**src/rtl/core/cpe_pkg.sv**
```systemverilog
// Shared types and constants for the column post encoder.
// Holds the request, response and work descriptor structs and the slot codes.
// No dependencies.
`timescale 1ns / 1ps

package cpe_pkg;

   localparam int POSITION_BITS_DEFAULT = 20;
   localparam int COLUMN_BITS_DEFAULT   = 10;
   localparam int POS_FIELD_W           = 20;
   localparam int COL_FIELD_W           = 10;
   localparam int BYTE_W                = 8;
   localparam int HEIGHT_W              = 8;
   localparam int QUEUE_DEPTH           = 4;

   localparam logic [HEIGHT_W-1:0] HEIGHT_RESET = 8'd128;
   localparam logic [BYTE_W-1:0]   TERMINATOR   = 8'hFF;
   localparam logic [BYTE_W-1:0]   SATURATED    = 8'hFF;

   // Result slots of one pixel, in the order their beats leave the block.
   localparam int NUM_SLOTS  = 6;
   localparam int SLOT_COL   = 0;  // column start record
   localparam int SLOT_B0    = 1;  // gap byte of a new post, or a palette byte
   localparam int SLOT_B1    = 2;  // provisional length byte
   localparam int SLOT_B2    = 3;  // first palette byte of a new post
   localparam int SLOT_PATCH = 4;  // length byte rewrite
   localparam int SLOT_TERM  = 5;  // column terminator

   localparam logic KIND_BYTE   = 1'b0;
   localparam logic KIND_COLUMN = 1'b1;

   typedef struct packed {
      logic              opaque;
      logic [BYTE_W-1:0] pal_byte;
      logic              first_of_patch;
   } cpe_req_type;

   typedef struct packed {
      logic                   kind;
      logic [POS_FIELD_W-1:0] position;
      logic [COL_FIELD_W-1:0] column;
      logic [BYTE_W-1:0]      value;
      logic                   overflow;
      logic                   last;
   } cpe_rsp_type;

   // Fixed-width part of the work descriptor passed from front to back.
   typedef struct packed {
      logic [NUM_SLOTS-1:0] slots;
      logic                 start_post;
      logic                 overflow;
      logic [BYTE_W-1:0]    gap;
      logic [BYTE_W-1:0]    palette;
      logic [BYTE_W-1:0]    run;
   } cpe_desc_type;

endpackage

```
**src/rtl/core/column_post_encoder.sv**
```systemverilog
// Top level of the column post encoder: front end, descriptor queue, back end.
// Depends on cpe_pkg, cpe_front, cpe_queue and cpe_back.
//
//   Channel   Direction   Handshake        Beat contents
//   req_      in          valid / stall    one pixel: opaque, pal_byte, first_of_patch
//   rsp_      out         valid / stall    one write: kind, position, column, value,
//                                          overflow, last
//   csr_      in          valid / ready    column_height, 8 bits
//
// The front end takes one pixel per cycle whenever the descriptor queue has room,
// so a pixel is accepted in the cycle it arrives while older work drains.
// With the back end idle, the first beat of a pixel passes from the queue entry
// into the back end's slot and descriptor registers, then into the output register
// before it is offered on rsp_.
// The back end sends one result beat per cycle while rsp_stall is low; a pixel
// causes zero to six beats, so throughput is set by the single output register.
// A stall on rsp_ holds the output beat, then backs up into the four-entry queue,
// and only a full queue raises req_stall.
// Reset is synchronous and active high; it clears the encoder state, restores
// column_height to 128 and empties the queue. No clearing pass is needed.
`timescale 1ns / 1ps

module column_post_encoder #(
   parameter int POSITION_BITS = cpe_pkg::POSITION_BITS_DEFAULT,
   parameter int COLUMN_BITS   = cpe_pkg::COLUMN_BITS_DEFAULT
) (
   input  logic                         clock,
   input  logic                         reset,
   input  logic                         req_valid,
   input  cpe_pkg::cpe_req_type         req_data,
   output logic                         req_stall,
   output logic                         rsp_valid,
   output cpe_pkg::cpe_rsp_type         rsp_data,
   input  logic                         rsp_stall,
   input  logic                         csr_valid,
   input  logic [cpe_pkg::HEIGHT_W-1:0] csr_data,
   output logic                         csr_ready
);
   import cpe_pkg::*;

   // A queue entry carries the fixed descriptor plus the positions and column,
   // whose widths follow the parameters.
   localparam int DESC_W  = $bits(cpe_desc_type);
   localparam int ENTRY_W = DESC_W + 2 * POSITION_BITS + COLUMN_BITS;

   logic                     push;
   logic                     pop;
   logic                     queue_full;
   logic                     queue_empty;
   cpe_desc_type             front_desc;
   logic [POSITION_BITS-1:0] front_pos;
   logic [POSITION_BITS-1:0] front_patch_pos;
   logic [COLUMN_BITS-1:0]   front_column;
   logic [ENTRY_W-1:0]       push_entry;
   logic [ENTRY_W-1:0]       pop_entry;
   cpe_desc_type             back_desc;
   logic [POSITION_BITS-1:0] back_pos;
   logic [POSITION_BITS-1:0] back_patch_pos;
   logic [COLUMN_BITS-1:0]   back_column;

   // The front end owns the column_height register and all per-column state.
   cpe_front #(
      .POSITION_BITS (POSITION_BITS),
      .COLUMN_BITS   (COLUMN_BITS)
   ) u_front (
      .clock          (clock),
      .reset          (reset),
      .req_valid      (req_valid),
      .req_data       (req_data),
      .req_stall      (req_stall),
      .csr_valid      (csr_valid),
      .csr_data       (csr_data),
      .csr_ready      (csr_ready),
      .queue_full     (queue_full),
      .push           (push),
      .desc           (front_desc),
      .desc_pos       (front_pos),
      .desc_patch_pos (front_patch_pos),
      .desc_column    (front_column)
   );

   assign push_entry = {front_desc, front_pos, front_patch_pos, front_column};

   cpe_queue #(
      .DATA_W (ENTRY_W),
      .DEPTH  (QUEUE_DEPTH)
   ) u_queue (
      .clock     (clock),
      .reset     (reset),
      .push      (push),
      .push_data (push_entry),
      .pop       (pop),
      .pop_data  (pop_entry),
      .full      (queue_full),
      .empty     (queue_empty)
   );

   assign {back_desc, back_pos, back_patch_pos, back_column} = pop_entry;

   // The back end replays the descriptor as beats and tracks the write
   // position and overflow flag beat by beat.
   cpe_back #(
      .POSITION_BITS (POSITION_BITS),
      .COLUMN_BITS   (COLUMN_BITS)
   ) u_back (
      .clock          (clock),
      .reset          (reset),
      .queue_empty    (queue_empty),
      .desc           (back_desc),
      .desc_pos       (back_pos),
      .desc_patch_pos (back_patch_pos),
      .desc_column    (back_column),
      .pop            (pop),
      .rsp_valid      (rsp_valid),
      .rsp_data       (rsp_data),
      .rsp_stall      (rsp_stall)
   );

   // Once a beat reports overflow, every later beat must report it too.
   assert property (@(posedge clock) disable iff (reset)
      (rsp_valid && !rsp_stall && rsp_data.overflow) |=> (!rsp_valid || rsp_data.overflow))
      else $error("overflow flag dropped after being set");

   // The queue cannot be full and empty at once.
   assert property (@(posedge clock) disable iff (reset)
      !(queue_full && queue_empty))
      else $error("descriptor queue reports full and empty together");

   // Nothing is pushed into a full queue.
   assert property (@(posedge clock) disable iff (reset)
      queue_full |-> !push)
      else $error("descriptor pushed into a full queue");

   // Reset leaves no beat on the output.
   assert property (@(posedge clock)
      reset |=> !rsp_valid)
      else $error("result beat valid right after reset");

endmodule

```
**src/rtl/core/cpe_front.sv**
```systemverilog
// Front end of the column post encoder: accepts pixels, keeps the column and post
// state, and emits a work descriptor for each pixel with result beats. Uses cpe_pkg.
`timescale 1ns / 1ps

module cpe_front #(
   parameter int POSITION_BITS = 20,
   parameter int COLUMN_BITS   = 10
) (
   input  logic                           clock,
   input  logic                           reset,
   input  logic                           req_valid,
   input  cpe_pkg::cpe_req_type           req_data,
   output logic                           req_stall,
   input  logic                           csr_valid,
   input  logic [cpe_pkg::HEIGHT_W-1:0]   csr_data,
   output logic                           csr_ready,
   input  logic                           queue_full,
   output logic                           push,
   output cpe_pkg::cpe_desc_type          desc,
   output logic [POSITION_BITS-1:0]       desc_pos,
   output logic [POSITION_BITS-1:0]       desc_patch_pos,
   output logic [COLUMN_BITS-1:0]         desc_column
);
   import cpe_pkg::*;

   logic [HEIGHT_W-1:0]      height_ff;
   logic                     in_post_ff, in_post_in;
   logic [POSITION_BITS-1:0] post_start_ff, post_start_in;
   logic [BYTE_W-1:0]        gap_ff, gap_in;
   logic [BYTE_W-1:0]        run_ff, run_in;
   logic [HEIGHT_W-1:0]      row_ff, row_in;
   logic [COLUMN_BITS-1:0]   column_ff, column_in;
   logic [POSITION_BITS-1:0] wpos_ff, wpos_in;
   logic                     overflow_ff, overflow_in;

   logic                     accept;
   logic [NUM_SLOTS-1:0]     slots;
   logic                     start_post;
   logic [BYTE_W-1:0]        run_out;
   logic [COLUMN_BITS-1:0]   column_e;
   logic [POSITION_BITS-1:0] wpos_e;

   assign csr_ready = 1'b1;
   assign req_stall = queue_full;
   assign accept    = req_valid && !req_stall;

   always_comb begin
      logic                  restart;
      logic [HEIGHT_W-1:0]   row_e;
      logic                  in_post_e;
      logic [BYTE_W-1:0]     gap_e;
      logic [BYTE_W-1:0]     run_e;
      logic [HEIGHT_W-1:0]   height;
      logic [2:0]            nbytes;
      logic [POSITION_BITS:0] sum;

      restart   = req_data.first_of_patch;
      column_e  = restart ? '0 : column_ff;
      wpos_e    = restart ? '0 : wpos_ff;
      row_e     = restart ? '0 : row_ff;
      in_post_e = restart ? 1'b0 : in_post_ff;
      gap_e     = restart ? '0 : gap_ff;
      run_e     = restart ? '0 : run_ff;
      height    = (height_ff == '0) ? HEIGHT_W'(1) : height_ff;

      slots         = '0;
      start_post    = 1'b0;
      run_out       = '0;
      nbytes        = '0;
      post_start_in = post_start_ff;
      in_post_in    = in_post_e;
      gap_in        = gap_e;
      run_in        = run_e;
      column_in     = column_e;

      slots[SLOT_COL] = (row_e == '0);

      if (!in_post_e) begin
         if (req_data.opaque) begin
            start_post     = 1'b1;
            post_start_in  = wpos_e;
            run_in         = BYTE_W'(1);
            slots[SLOT_B0] = 1'b1;
            slots[SLOT_B1] = 1'b1;
            slots[SLOT_B2] = 1'b1;
            nbytes         = 3'd3;
            gap_in         = '0;
            in_post_in     = 1'b1;
         end else if (gap_e != SATURATED) begin
            gap_in = gap_e + BYTE_W'(1);
         end
      end else begin
         if (req_data.opaque) begin
            if (run_e != SATURATED) begin
               run_in = run_e + BYTE_W'(1);
            end
            slots[SLOT_B0] = 1'b1;
            nbytes         = 3'd1;
         end else begin
            // A transparent pixel closes the post and counts toward the next gap.
            slots[SLOT_PATCH] = 1'b1;
            run_out           = run_e;
            in_post_in        = 1'b0;
            run_in            = '0;
            gap_in            = BYTE_W'(1);
         end
      end

      row_in = row_e + HEIGHT_W'(1);
      if (row_in >= height || row_in == '0) begin
         if (in_post_in) begin
            slots[SLOT_PATCH] = 1'b1;
            run_out           = run_in;
         end
         slots[SLOT_TERM] = 1'b1;
         nbytes           = nbytes + 3'd1;
         in_post_in       = 1'b0;
         run_in           = '0;
         gap_in           = '0;
         row_in           = '0;
         column_in        = column_e + COLUMN_BITS'(1);
      end

      sum         = {1'b0, wpos_e} + (POSITION_BITS + 1)'(nbytes);
      wpos_in     = sum[POSITION_BITS-1:0];
      overflow_in = overflow_ff | sum[POSITION_BITS];
   end

   assign push            = accept && (slots != '0);
   assign desc.slots      = slots;
   assign desc.start_post = start_post;
   assign desc.overflow   = overflow_ff;
   assign desc.gap        = gap_ff & {BYTE_W{!req_data.first_of_patch}};
   assign desc.palette    = req_data.pal_byte;
   assign desc.run        = run_out;
   assign desc_pos        = wpos_e;
   assign desc_patch_pos  = post_start_in + POSITION_BITS'(1);
   assign desc_column     = column_e;

   always_ff @(posedge clock) begin
      if (reset) begin
         height_ff     <= HEIGHT_RESET;
         in_post_ff    <= 1'b0;
         post_start_ff <= '0;
         gap_ff        <= '0;
         run_ff        <= '0;
         row_ff        <= '0;
         column_ff     <= '0;
         wpos_ff       <= '0;
         overflow_ff   <= 1'b0;
      end else begin
         if (csr_valid && csr_ready) begin
            height_ff <= csr_data;
         end
         if (accept) begin
            in_post_ff    <= in_post_in;
            post_start_ff <= post_start_in;
            gap_ff        <= gap_in;
            run_ff        <= run_in;
            row_ff        <= row_in;
            column_ff     <= column_in;
            wpos_ff       <= wpos_in;
            overflow_ff   <= overflow_in;
         end
      end
   end

endmodule

```
**src/rtl/core/cpe_queue.sv**
```systemverilog
// Small descriptor queue between the front and back of the column post encoder.
// Register array with head and tail pointers. Uses cpe_pkg only for style.
`timescale 1ns / 1ps

module cpe_queue #(
   parameter int DATA_W = 64,
   parameter int DEPTH  = 4
) (
   input  logic              clock,
   input  logic              reset,
   input  logic              push,
   input  logic [DATA_W-1:0] push_data,
   input  logic              pop,
   output logic [DATA_W-1:0] pop_data,
   output logic              full,
   output logic              empty
);
   import cpe_pkg::*;

   localparam int IDX_W = (DEPTH > 1) ? $clog2(DEPTH) : 1;
   localparam int CNT_W = $clog2(DEPTH + 1);

   logic [DATA_W-1:0] entry_ff [DEPTH];
   logic [IDX_W-1:0]  wr_ptr_ff, wr_ptr_in;
   logic [IDX_W-1:0]  rd_ptr_ff, rd_ptr_in;
   logic [CNT_W-1:0]  count_ff, count_in;

   assign full     = (count_ff == CNT_W'(DEPTH));
   assign empty    = (count_ff == '0);
   assign pop_data = entry_ff[rd_ptr_ff];

   always_comb begin
      wr_ptr_in = wr_ptr_ff;
      rd_ptr_in = rd_ptr_ff;
      count_in  = count_ff;
      if (push) begin
         wr_ptr_in = (wr_ptr_ff == IDX_W'(DEPTH - 1)) ? '0 : wr_ptr_ff + IDX_W'(1);
      end
      if (pop) begin
         rd_ptr_in = (rd_ptr_ff == IDX_W'(DEPTH - 1)) ? '0 : rd_ptr_ff + IDX_W'(1);
      end
      if (push && !pop) begin
         count_in = count_ff + CNT_W'(1);
      end else if (pop && !push) begin
         count_in = count_ff - CNT_W'(1);
      end
   end

   always_ff @(posedge clock) begin
      if (push) begin
         entry_ff[wr_ptr_ff] <= push_data;
      end
   end

   always_ff @(posedge clock) begin
      if (reset) begin
         wr_ptr_ff <= '0;
         rd_ptr_ff <= '0;
         count_ff  <= '0;
      end else begin
         wr_ptr_ff <= wr_ptr_in;
         rd_ptr_ff <= rd_ptr_in;
         count_ff  <= count_in;
      end
   end

endmodule

```
**src/rtl/core/cpe_back.sv**
```systemverilog
// Back end of the column post encoder: expands each work descriptor into
// result beats through a registered output, one per cycle unless stalled. Uses cpe_pkg.
`timescale 1ns / 1ps

module cpe_back #(
   parameter int POSITION_BITS = 20,
   parameter int COLUMN_BITS   = 10
) (
   input  logic                      clock,
   input  logic                      reset,
   input  logic                      queue_empty,
   input  cpe_pkg::cpe_desc_type     desc,
   input  logic [POSITION_BITS-1:0]  desc_pos,
   input  logic [POSITION_BITS-1:0]  desc_patch_pos,
   input  logic [COLUMN_BITS-1:0]    desc_column,
   output logic                      pop,
   output logic                      rsp_valid,
   output cpe_pkg::cpe_rsp_type      rsp_data,
   input  logic                      rsp_stall
);
   import cpe_pkg::*;

   logic [NUM_SLOTS-1:0]     slots_ff, slots_in;
   cpe_desc_type             desc_ff;
   logic [POSITION_BITS-1:0] pos_ff, pos_in;
   logic [POSITION_BITS-1:0] patch_ff;
   logic [COLUMN_BITS-1:0]   column_ff;
   logic                     overflow_ff, overflow_in;
   logic                     rsp_valid_ff;
   cpe_rsp_type              rsp_data_ff;

   logic [NUM_SLOTS-1:0]     sel;
   logic [NUM_SLOTS-1:0]     rest;
   logic                     emit;
   logic                     is_byte;
   cpe_rsp_type              beat;

   assign sel     = slots_ff & (~slots_ff + NUM_SLOTS'(1));
   assign rest    = slots_ff & ~sel;
   assign emit    = (slots_ff != '0) && (!rsp_valid_ff || !rsp_stall);
   assign is_byte = sel[SLOT_B0] | sel[SLOT_B1] | sel[SLOT_B2] | sel[SLOT_TERM];
   assign pop     = !queue_empty && ((slots_ff == '0) || (emit && rest == '0));

   always_comb begin
      beat          = '0;
      beat.kind     = sel[SLOT_COL] ? KIND_COLUMN : KIND_BYTE;
      beat.position = sel[SLOT_PATCH] ? POS_FIELD_W'(patch_ff) : POS_FIELD_W'(pos_ff);
      beat.column   = sel[SLOT_COL] ? COL_FIELD_W'(column_ff) : '0;
      beat.overflow = overflow_ff;
      beat.last     = (rest == '0);
      if (sel[SLOT_B0]) begin
         beat.value = desc_ff.start_post ? desc_ff.gap : desc_ff.palette;
      end else if (sel[SLOT_B1]) begin
         beat.value = BYTE_W'(1);
      end else if (sel[SLOT_B2]) begin
         beat.value = desc_ff.palette;
      end else if (sel[SLOT_PATCH]) begin
         beat.value = desc_ff.run;
      end else if (sel[SLOT_TERM]) begin
         beat.value = TERMINATOR;
      end else begin
         beat.value = '0;
      end

      slots_in    = emit ? rest : slots_ff;
      pos_in      = pos_ff;
      overflow_in = overflow_ff;
      if (emit && is_byte) begin
         pos_in      = pos_ff + POSITION_BITS'(1);
         overflow_in = overflow_ff | (pos_in == '0);
      end
   end

   always_ff @(posedge clock) begin
      if (reset) begin
         slots_ff     <= '0;
         rsp_valid_ff <= 1'b0;
      end else begin
         slots_ff <= pop ? desc.slots : slots_in;
         if (emit) begin
            rsp_valid_ff <= 1'b1;
         end else if (!rsp_stall) begin
            rsp_valid_ff <= 1'b0;
         end
      end
   end

   always_ff @(posedge clock) begin
      if (pop) begin
         desc_ff     <= desc;
         pos_ff      <= desc_pos;
         patch_ff    <= desc_patch_pos;
         column_ff   <= desc_column;
         overflow_ff <= desc.overflow;
      end else begin
         pos_ff      <= pos_in;
         overflow_ff <= overflow_in;
      end
      if (emit) begin
         rsp_data_ff <= beat;
      end
   end

   assign rsp_valid = rsp_valid_ff;
   assign rsp_data  = rsp_data_ff;

endmodule
```
**config.mk**
```make
export PLATFORM = sky130hd
export DESIGN_NAME = column_post_encoder
export DESIGN_NICKNAME = d
export VERILOG_FILES = /design/src/rtl/core/cpe_pkg.sv /design/src/rtl/core/column_post_encoder.sv /design/src/rtl/core/cpe_front.sv /design/src/rtl/core/cpe_queue.sv /design/src/rtl/core/cpe_back.sv
export SDC_FILE = /design/constraint.sdc
export NUM_CORES = 1
export LEC_CHECK = 0
export CAP_MARGIN = 25
export CORE_MARGIN = 1.5
export CORE_UTILIZATION = 62
export CTS_CLUSTER_SIZE = 16
export DETAILED_ROUTE_END_ITERATION = 10
export DONT_BUFFER_PORTS = 1
export PLACE_DENSITY = 0.78
export SYNTH_ARGS = -nofsm -noshare
export SYNTH_HDL_FRONTEND = slang
export SYNTH_SLANG_ARGS = --single-unit
```
**constraint.sdc**
```tcl
create_clock -name clock -period 8.64 [get_ports clock]
set_input_delay 1.296 -clock clock [delete_from_list [all_inputs] [get_ports clock]]
set_output_delay 1.296 -clock clock [all_outputs]
set_load 0.02 [all_outputs]
```
After elaboration in Yosys (flattened, before gate mapping)

Memory sizes are Yosys's and may differ from the RTL's. A register that Yosys moved wholly into a read port is not among the register bits.
Cells that the tools add are included.

Bits in registers: 215
RAM bits: 328
Input port bits: 23
Output and inout port bits: 44
Word-level logic and storage cells: 152
Memories kept: 1

$add $sub $neg: 13
Magnitude comparators: 1
Equal/unequal tests: 6
Multiplexer cells: 63
Bitwise gates (word level): 10
Reduce and logical (&&, ||, !) cells: 30

Memories:

| name             | words | width | read ports | clocked after Yosys merged registers in | wr ports | line            | text |
|---|---|---|---|---|---|---|---|
| u_queue.entry_ff | 4     | 82    | 1          | 1                                       | 1        | cpe_queue.sv:23 | `logic [DATA_W-1:0] entry_ff [DEPTH];` |

Operators by type and width:

| cell                                           | count |
|---|---|
| two-way mux 8 bit                              | 25 |
| two-way mux 20 bit                             | 6 |
| adder 20 x 1 -> 20 bit (second input constant) | 2 |
| adder 8 x 1 -> 8 bit (second input constant)   | 3 |
| logical NOT 8 bit                              | 3 |
| adder 20 x 3 -> 21 bit                         | 1 |
| logical NOT 20 bit                             | 1 |
| two-way mux 10 bit                             | 2 |
| two-way mux 1 bit                              | 16 |
| inequality test 8 bit (second input constant)  | 2 |
| two-way mux 3 bit                              | 5 |
| two-way mux 2 bit                              | 7 |
| bitwise AND 6 bit                              | 2 |
| logical NOT 6 bit                              | 2 |
| two-way mux 6 bit                              | 2 |
| NOT 6 bit                                      | 2 |
| nonzero test 6 bit                             | 2 |
| adder 10 x 1 -> 10 bit (second input constant) | 1 |
| bitwise AND 8 bit                              | 1 |
| >= comparator 8 bit                            | 1 |
| logical AND 1 bit                              | 8 |
| logical NOT 1 bit                              | 7 |
| adder 3 x 1 -> 3 bit (second input constant)   | 2 |
| adder 6 x 1 -> 6 bit (second input constant)   | 1 |
| 9 further kinds                                | 19 |

Longest topological paths before layout

Word-level depth: 12
Depth in mapped cells: 31
Gate-level depth less buffers: 23

Cells and area by module

From an unflattened synthesis, not the netlist that was laid out.

Cell total of the unflattened synthesis: 1626
Area, all modules: 23342.4 µm²

By module, submodules not included:

| module    | instances | cells an instance | area each (µm²) | seq. area each (µm²) |
|---|---|---|---|---|
| cpe_queue | 1         | 472               | 12355.6         | 10029.6 |
| cpe_front | 1         | 766               | 5731.7          | 1681.6 |
| cpe_back  | 1         | 388               | 5255.0          | 3653.5 |

Least setup slack after synthesis

OpenSTA, ideal clock, no wires.

Path kind: input to register
Start: input port req_data[0] in the netlist's numbering
End: memory u_queue.entry_ff[0][0] in the netlist's numbering (enable)
Setup time: 0.447 ns
Arrival: 6.473 ns
Required time: 8.193 ns
Slack: 1.720 ns
Stages: 18
Path buffers: 6
Path through: buf_2 clkbuf_1 clkbuf_1 clkbuf_1 buf_1 nor2b_1 ha_1 and3_4 xnor2_1 nor2_1 ha_1 nand4_1 o21ai_0 or2_1 buf_6 inv_2 a31oi_2 and2_1

Word-level cells in the longest chain between the ends: 9
Elaborated cells on any way between the ends: 16
Classes of those cells: 1 x add/sub; 1 x order compare; 9 x mux; 5 x reduce/logical

RTL lines:

| element                                                         | line                      | text |
|---|---|---|
| start: declaration                                              | column_post_encoder.sv:30 | `input cpe_pkg::cpe_req_type req_data,` |
| two-way mux 8 bit                                               | cpe_front.sv:60           | `row_e = restart ? '0 : row_ff;` |
| adder 8 x 1 -> 8 bit                                            | cpe_front.sv:109          | `row_in = row_e + HEIGHT_W'(1);` |
| >= comparator 8 bit / logical NOT 8 bit (equally long branches) | cpe_front.sv:110          | `if (row_in >= height \|\| row_in == '0) begin` |
| logical OR 1 bit                                                | cpe_front.sv:110          |  |
| two-way mux 2 bit                                               | cpe_front.sv:110          |  |
| nonzero test 6 bit *                                            | cpe_front.sv:129          | `assign push = accept && (slots != '0);` |
| logical AND 1 bit *                                             | cpe_front.sv:129          |  |
| net push                                                        | column_post_encoder.sv:46 | `logic push;` |
| two-way mux 1 bit *                                             | cpe_queue.sv:50           | `if (push) begin` |
| two-way mux 1 bit (not written as such) *                       | cpe_queue.sv:51           | `entry_ff[wr_ptr_ff] <= push_data;` |
| end: declaration                                                | cpe_queue.sv:23           |  |

The timed path passes the listed nets; every way through them passes the cells marked *.

Worst setup path after layout

Start: input port req_data[0] in the netlist's numbering
End: register u_front.wpos_ff[19]

Word-level cells in the longest chain between the ends: 6
Elaborated cells on any way between the ends: 11
Classes of those cells: 3 x add/sub; 1 x order compare; 5 x mux; 2 x reduce/logical

RTL lines:

| element                                                         | line             | text |
|---|---|---|
| two-way mux 8 bit                                               | cpe_front.sv:60  |  |
| adder 8 x 1 -> 8 bit                                            | cpe_front.sv:109 |  |
| >= comparator 8 bit / logical NOT 8 bit (equally long branches) | cpe_front.sv:110 |  |
| logical OR 1 bit                                                | cpe_front.sv:110 |  |
| two-way mux 3 bit                                               | cpe_front.sv:110 |  |
| adder 20 x 3 -> 21 bit *                                        | cpe_front.sv:124 | `sum = {1'b0, wpos_e} + (POSITION_BITS + 1)'(nbytes);` |
| end signal: assignment                                          | cpe_front.sv:162 | `wpos_ff <= wpos_in;` |
| end: declaration                                                | cpe_front.sv:33  | `logic [POSITION_BITS-1:0] wpos_ff, wpos_in;` |

Mark *: on every way between the ends. The rest lies on a longest branch, timed or not.
A chain may end at the register's enable or synchronous reset.

==> flow_metrics.tcl <==
set metrics [dict create \
    start_kind "input port" \
    drtIter0Drc 1299 \
    violations "DRC" \
    maxSlewViolCount 0 \
    cp_top_family "simple AND/OR/NAND/NOR gates" \
    syn_inst 1580 \
    cts_hold_buffers 0 \
    nets 1608 \
    grt_overflow 0 \
    crit_required_ns 9.12 \
    setup-violations-final 0 \
    core-area_um2 35700 \
    totalWireLength_um 45800 \
    worst_pin_slew_ns 1.01 \
    die_h_um 194 \
    rsz0062_at_grt "no" \
    end_kind "flop" \
    critPathMaxFanout 72 \
    fmax_mhz 173 \
    ys.flop_type "edfxtp_1" \
    crit_path_max_incr_delay_ns 0.58 \
    die_x_um 194 \
    cts_resized 0 \
    postCtsSetupBuffers 0 \
    post-route-period-util 0.669 \
    cts.reportedPaths.clkPinSlew_ns 0.06 \
    slew_headroom 0.328 \
    viasPerCell 6.38 \
    synth.largest_area_cell "edfxtp_1" \
    layout_setup_ws_ns 2.86 \
    dpl_cell_area_um2 22900 \
    regToRegStartpoint "u_front.row_ff[0]" \
    ys_seq_elements 537 \
    fin_area_um2 24600 \
    power_density_nw_per_um2 327 \
    synth_area_um2 22600 \
    num_antenna_cells 0 \
    timing.critical_path.buf_inv 2 \
    layout-drive-gt1-share 0.135 \
    holdCritStartpoint "u_front.gap_ff[5]" \
    synth_top_area_share 0.581 \
    synth-seq-area-share 0.670 \
    dp_hpwl_um 27400 \
    hold_violations 0 \
    syn_to_final_growth_pct 9.12 \
    htreeDepth 2 \
    synthMuxAreaShare 0.0986 \
    ir_worst_vdd_v 0.000211 \
    cp_cell_sequence "nor2b_1 -> ha_1 -> and3_4 -> xnor2_1 -> nor2_1 -> ha_1 -> a21o_1 -> a21oi_1 -> o21ai_0 -> or2_1 -> inv_2 -> ha_1 -> inv_1 -> ha_1 -> a21o_1 -> a21oi_1 -> nor4_1 -> and4_1 -> nand3_1 -> xnor2_1 -> nor2_1" \
    cap_violations 0 \
    finClkSkew_ns 0.0227 \
    synthAdderAreaFrac 0.0166 \
    cp_common_cell "ha_1" \
    io_pins 67 \
    vias 13200 \
    tns_ns 0 \
    async_flop_share 0 \
    status "complete, but fails checks" \
    critPathSlowestCell "inv_2" \
    yosys_warnings 0 \
    utilization 0.689 \
    finalPower_mw 8.05 \
    synthTopCellsByArea "edfxtp_1, dfxtp_1, mux4_2" \
    wl_per_cell_um 22.2 \
    hold_class "reg -> reg" \
    grt_pass1_wl_um 72800 \
    initial_core_util 0.632 \
    cp.arrival_ns 6.26 \
    syn_nets 1631 \
    drt_first_pass_iters 9 \
    gp_congestion 0.852 \
    grt_max_degree 99 \
    synth_xor_area_frac 0.0229 \
    synth_edf_count 437 \
    ant_nets 0 \
    min_period_ns 5.78 \
    cts_tree "done" \
    synth_top_family_by_area "multiplexers" \
    yosys.area_share.simple 0.0971 \
    cts_buffer_depth 3 \
    startpoint "req_data[0]" \
    synth_compound_area_frac 0.0718 \
    antenna_found_initial 0 \
    io_buffers 0 \
    clk_latency_ns 0.59 \
    grt_usage 0.248 \
    cts_buffers 53 \
    synth_cell_type_count 73 \
    cts_root_buffer "clkbuf_16" \
    placementRows 69 \
    first_global_vias 12900 \
    r2r_setup_slack_ns 3.13 \
    pre_cts_slack_ns 2.36 \
    cts.sinks 537 \
    synth.avg_cell_area_um2 14.3 \
    drcViolationCount 4 \
    p_leak_nw 8.29 \
    path_class "in -> reg" \
    die-area_um2 37600 \
]
-- synth_stat cells, drive strengths merged (27+ instances only) --
cell type	instances
edfxtp	437
nand2	117
nor2	114
dfxtp	100
a21oi	88
mux4	80
clkbuf	66
nand3	52
o21ai	52
nor2b	39
xnor2	38
inv	33
buf	27
-- sequential cells by signal (all words and copies together), names as in the netlist, 10 cells and up, named ones only --
register	cells
u_back.pos_ff	20
u_back.rsp_data	41
u_back.desc_ff	25
u_back.column_ff	10
u_front.wpos_ff	20
u_queue.entry_ff	320
u_back.patch_ff	20
u_front.post_start_ff	20
u_front.column_ff	10
-- path summary, 6_finish.rpt --
path                              end  depth (start not counted)
hold / removal      u_front.gap_ff[5]                          2
setup reg to reg  u_front.wpos_ff[19]                         21
setup / recovery  u_front.wpos_ff[19]                         21
hold reg to reg     u_front.gap_ff[5]                          2
-- cells in the final DEF (no fill, tap or decap), types with 4 or more instances in the layout --
| master | instances |
|---|---|
| edfxtp_1 | 437 |
| nand2_1 | 117 |
| nor2_1 | 113 |
| dfxtp_1 | 98 |
| a21oi_1 | 88 |
| mux4_2 | 80 |
| clkbuf_16 | 55 |
| nand3_1 | 52 |
| o21ai_0 | 51 |
| nor2b_1 | 39 |
| xnor2_1 | 38 |
| inv_1 | 31 |
| ha_1 | 26 |
| a211oi_1 | 25 |
| nor3_1 | 24 |
| a22oi_1 | 21 |
| xor2_1 | 21 |
| mux2i_1 | 21 |
| nand4_1 | 20 |
| mux2_2 | 19 |
| clkinv_2 | 16 |
| and2_1 | 14 |
| buf_4 | 14 |
| a31oi_1 | 13 |
| clkbuf_1 | 13 |
| nand2b_1 | 11 |
| o22ai_1 | 11 |
| or3_1 | 10 |
| nor4_1 | 10 |
| or4_1 | 9 |
| a21o_1 | 6 |
| clkinv_1 | 6 |
| and3_1 | 5 |
| o211ai_1 | 5 |
| and4_1 | 5 |
| and2_4 | 4 |
| o32ai_1 | 4 |
| clkinvlp_4 | 4 |
-- layout make-up --
cell class | instances | area (um^2)
Sequential cell | 537 | 15100
Timing Repair Buffer | 15 | 133
Fill cell | 2295 | 11100
Clock inverter | 29 | 233
Inverter | 35 | 131
Tap cell | 461 | 577
Clock buffer | 71 | 1470
Multi-Input combinational cell | 915 | 6960
-- layer usage --
metal | routed length [um] | share of wire | vias to the layer above | track usage
met5 | 0 | 0 | - | 0
met4 | 1050 | 0.023 | 0 | 0.0761
met3 | 2830 | 0.062 | 77 | 0.0357
met2 | 22800 | 0.50 | 501 | 0.413
met1 | 19200 | 0.42 | 6597 | 0.342
li1 | - | - | 5989 | -
-- through the flow --
| step | hold WS [ns] | std cells |
|---|---|---|
| finish | 0.448 | 2063 |
| global route | 0.467 | 2063 |
| CTS | 0.446 | 2062 |
| detailed placement | 0.438 | 1962 |
| global placement | 0.430 | 1962 |
| floorplan | 0.406 | 1580 |
-- tightest hold or removal path, stage by stage (launching register included) --
cell and delay, ns:
dfxtp_1 0.30, nand2_1 0.05, a21oi_1 0.05
-- logic make-up (layout without fill, tap and decap cells) --
kind of cell    Yosys count  count (layout)
flops                   537             537
buf+inv                 128             150
compound gates          257             257
fa+ha+maj                29              29
other cells               1               1
simple gates            449             449
xor+xnor                 59              59
mux                     120             120
-- power breakdown --
part	internal, mW	switching [mW]	total [mW]
clock	1.28	0.948	2.23
sequential	3.58	0.471	4.05
combinational	0.686	1.08	1.77
total	5.55	2.50	8.05
Power figures use the tool's default switching activity.
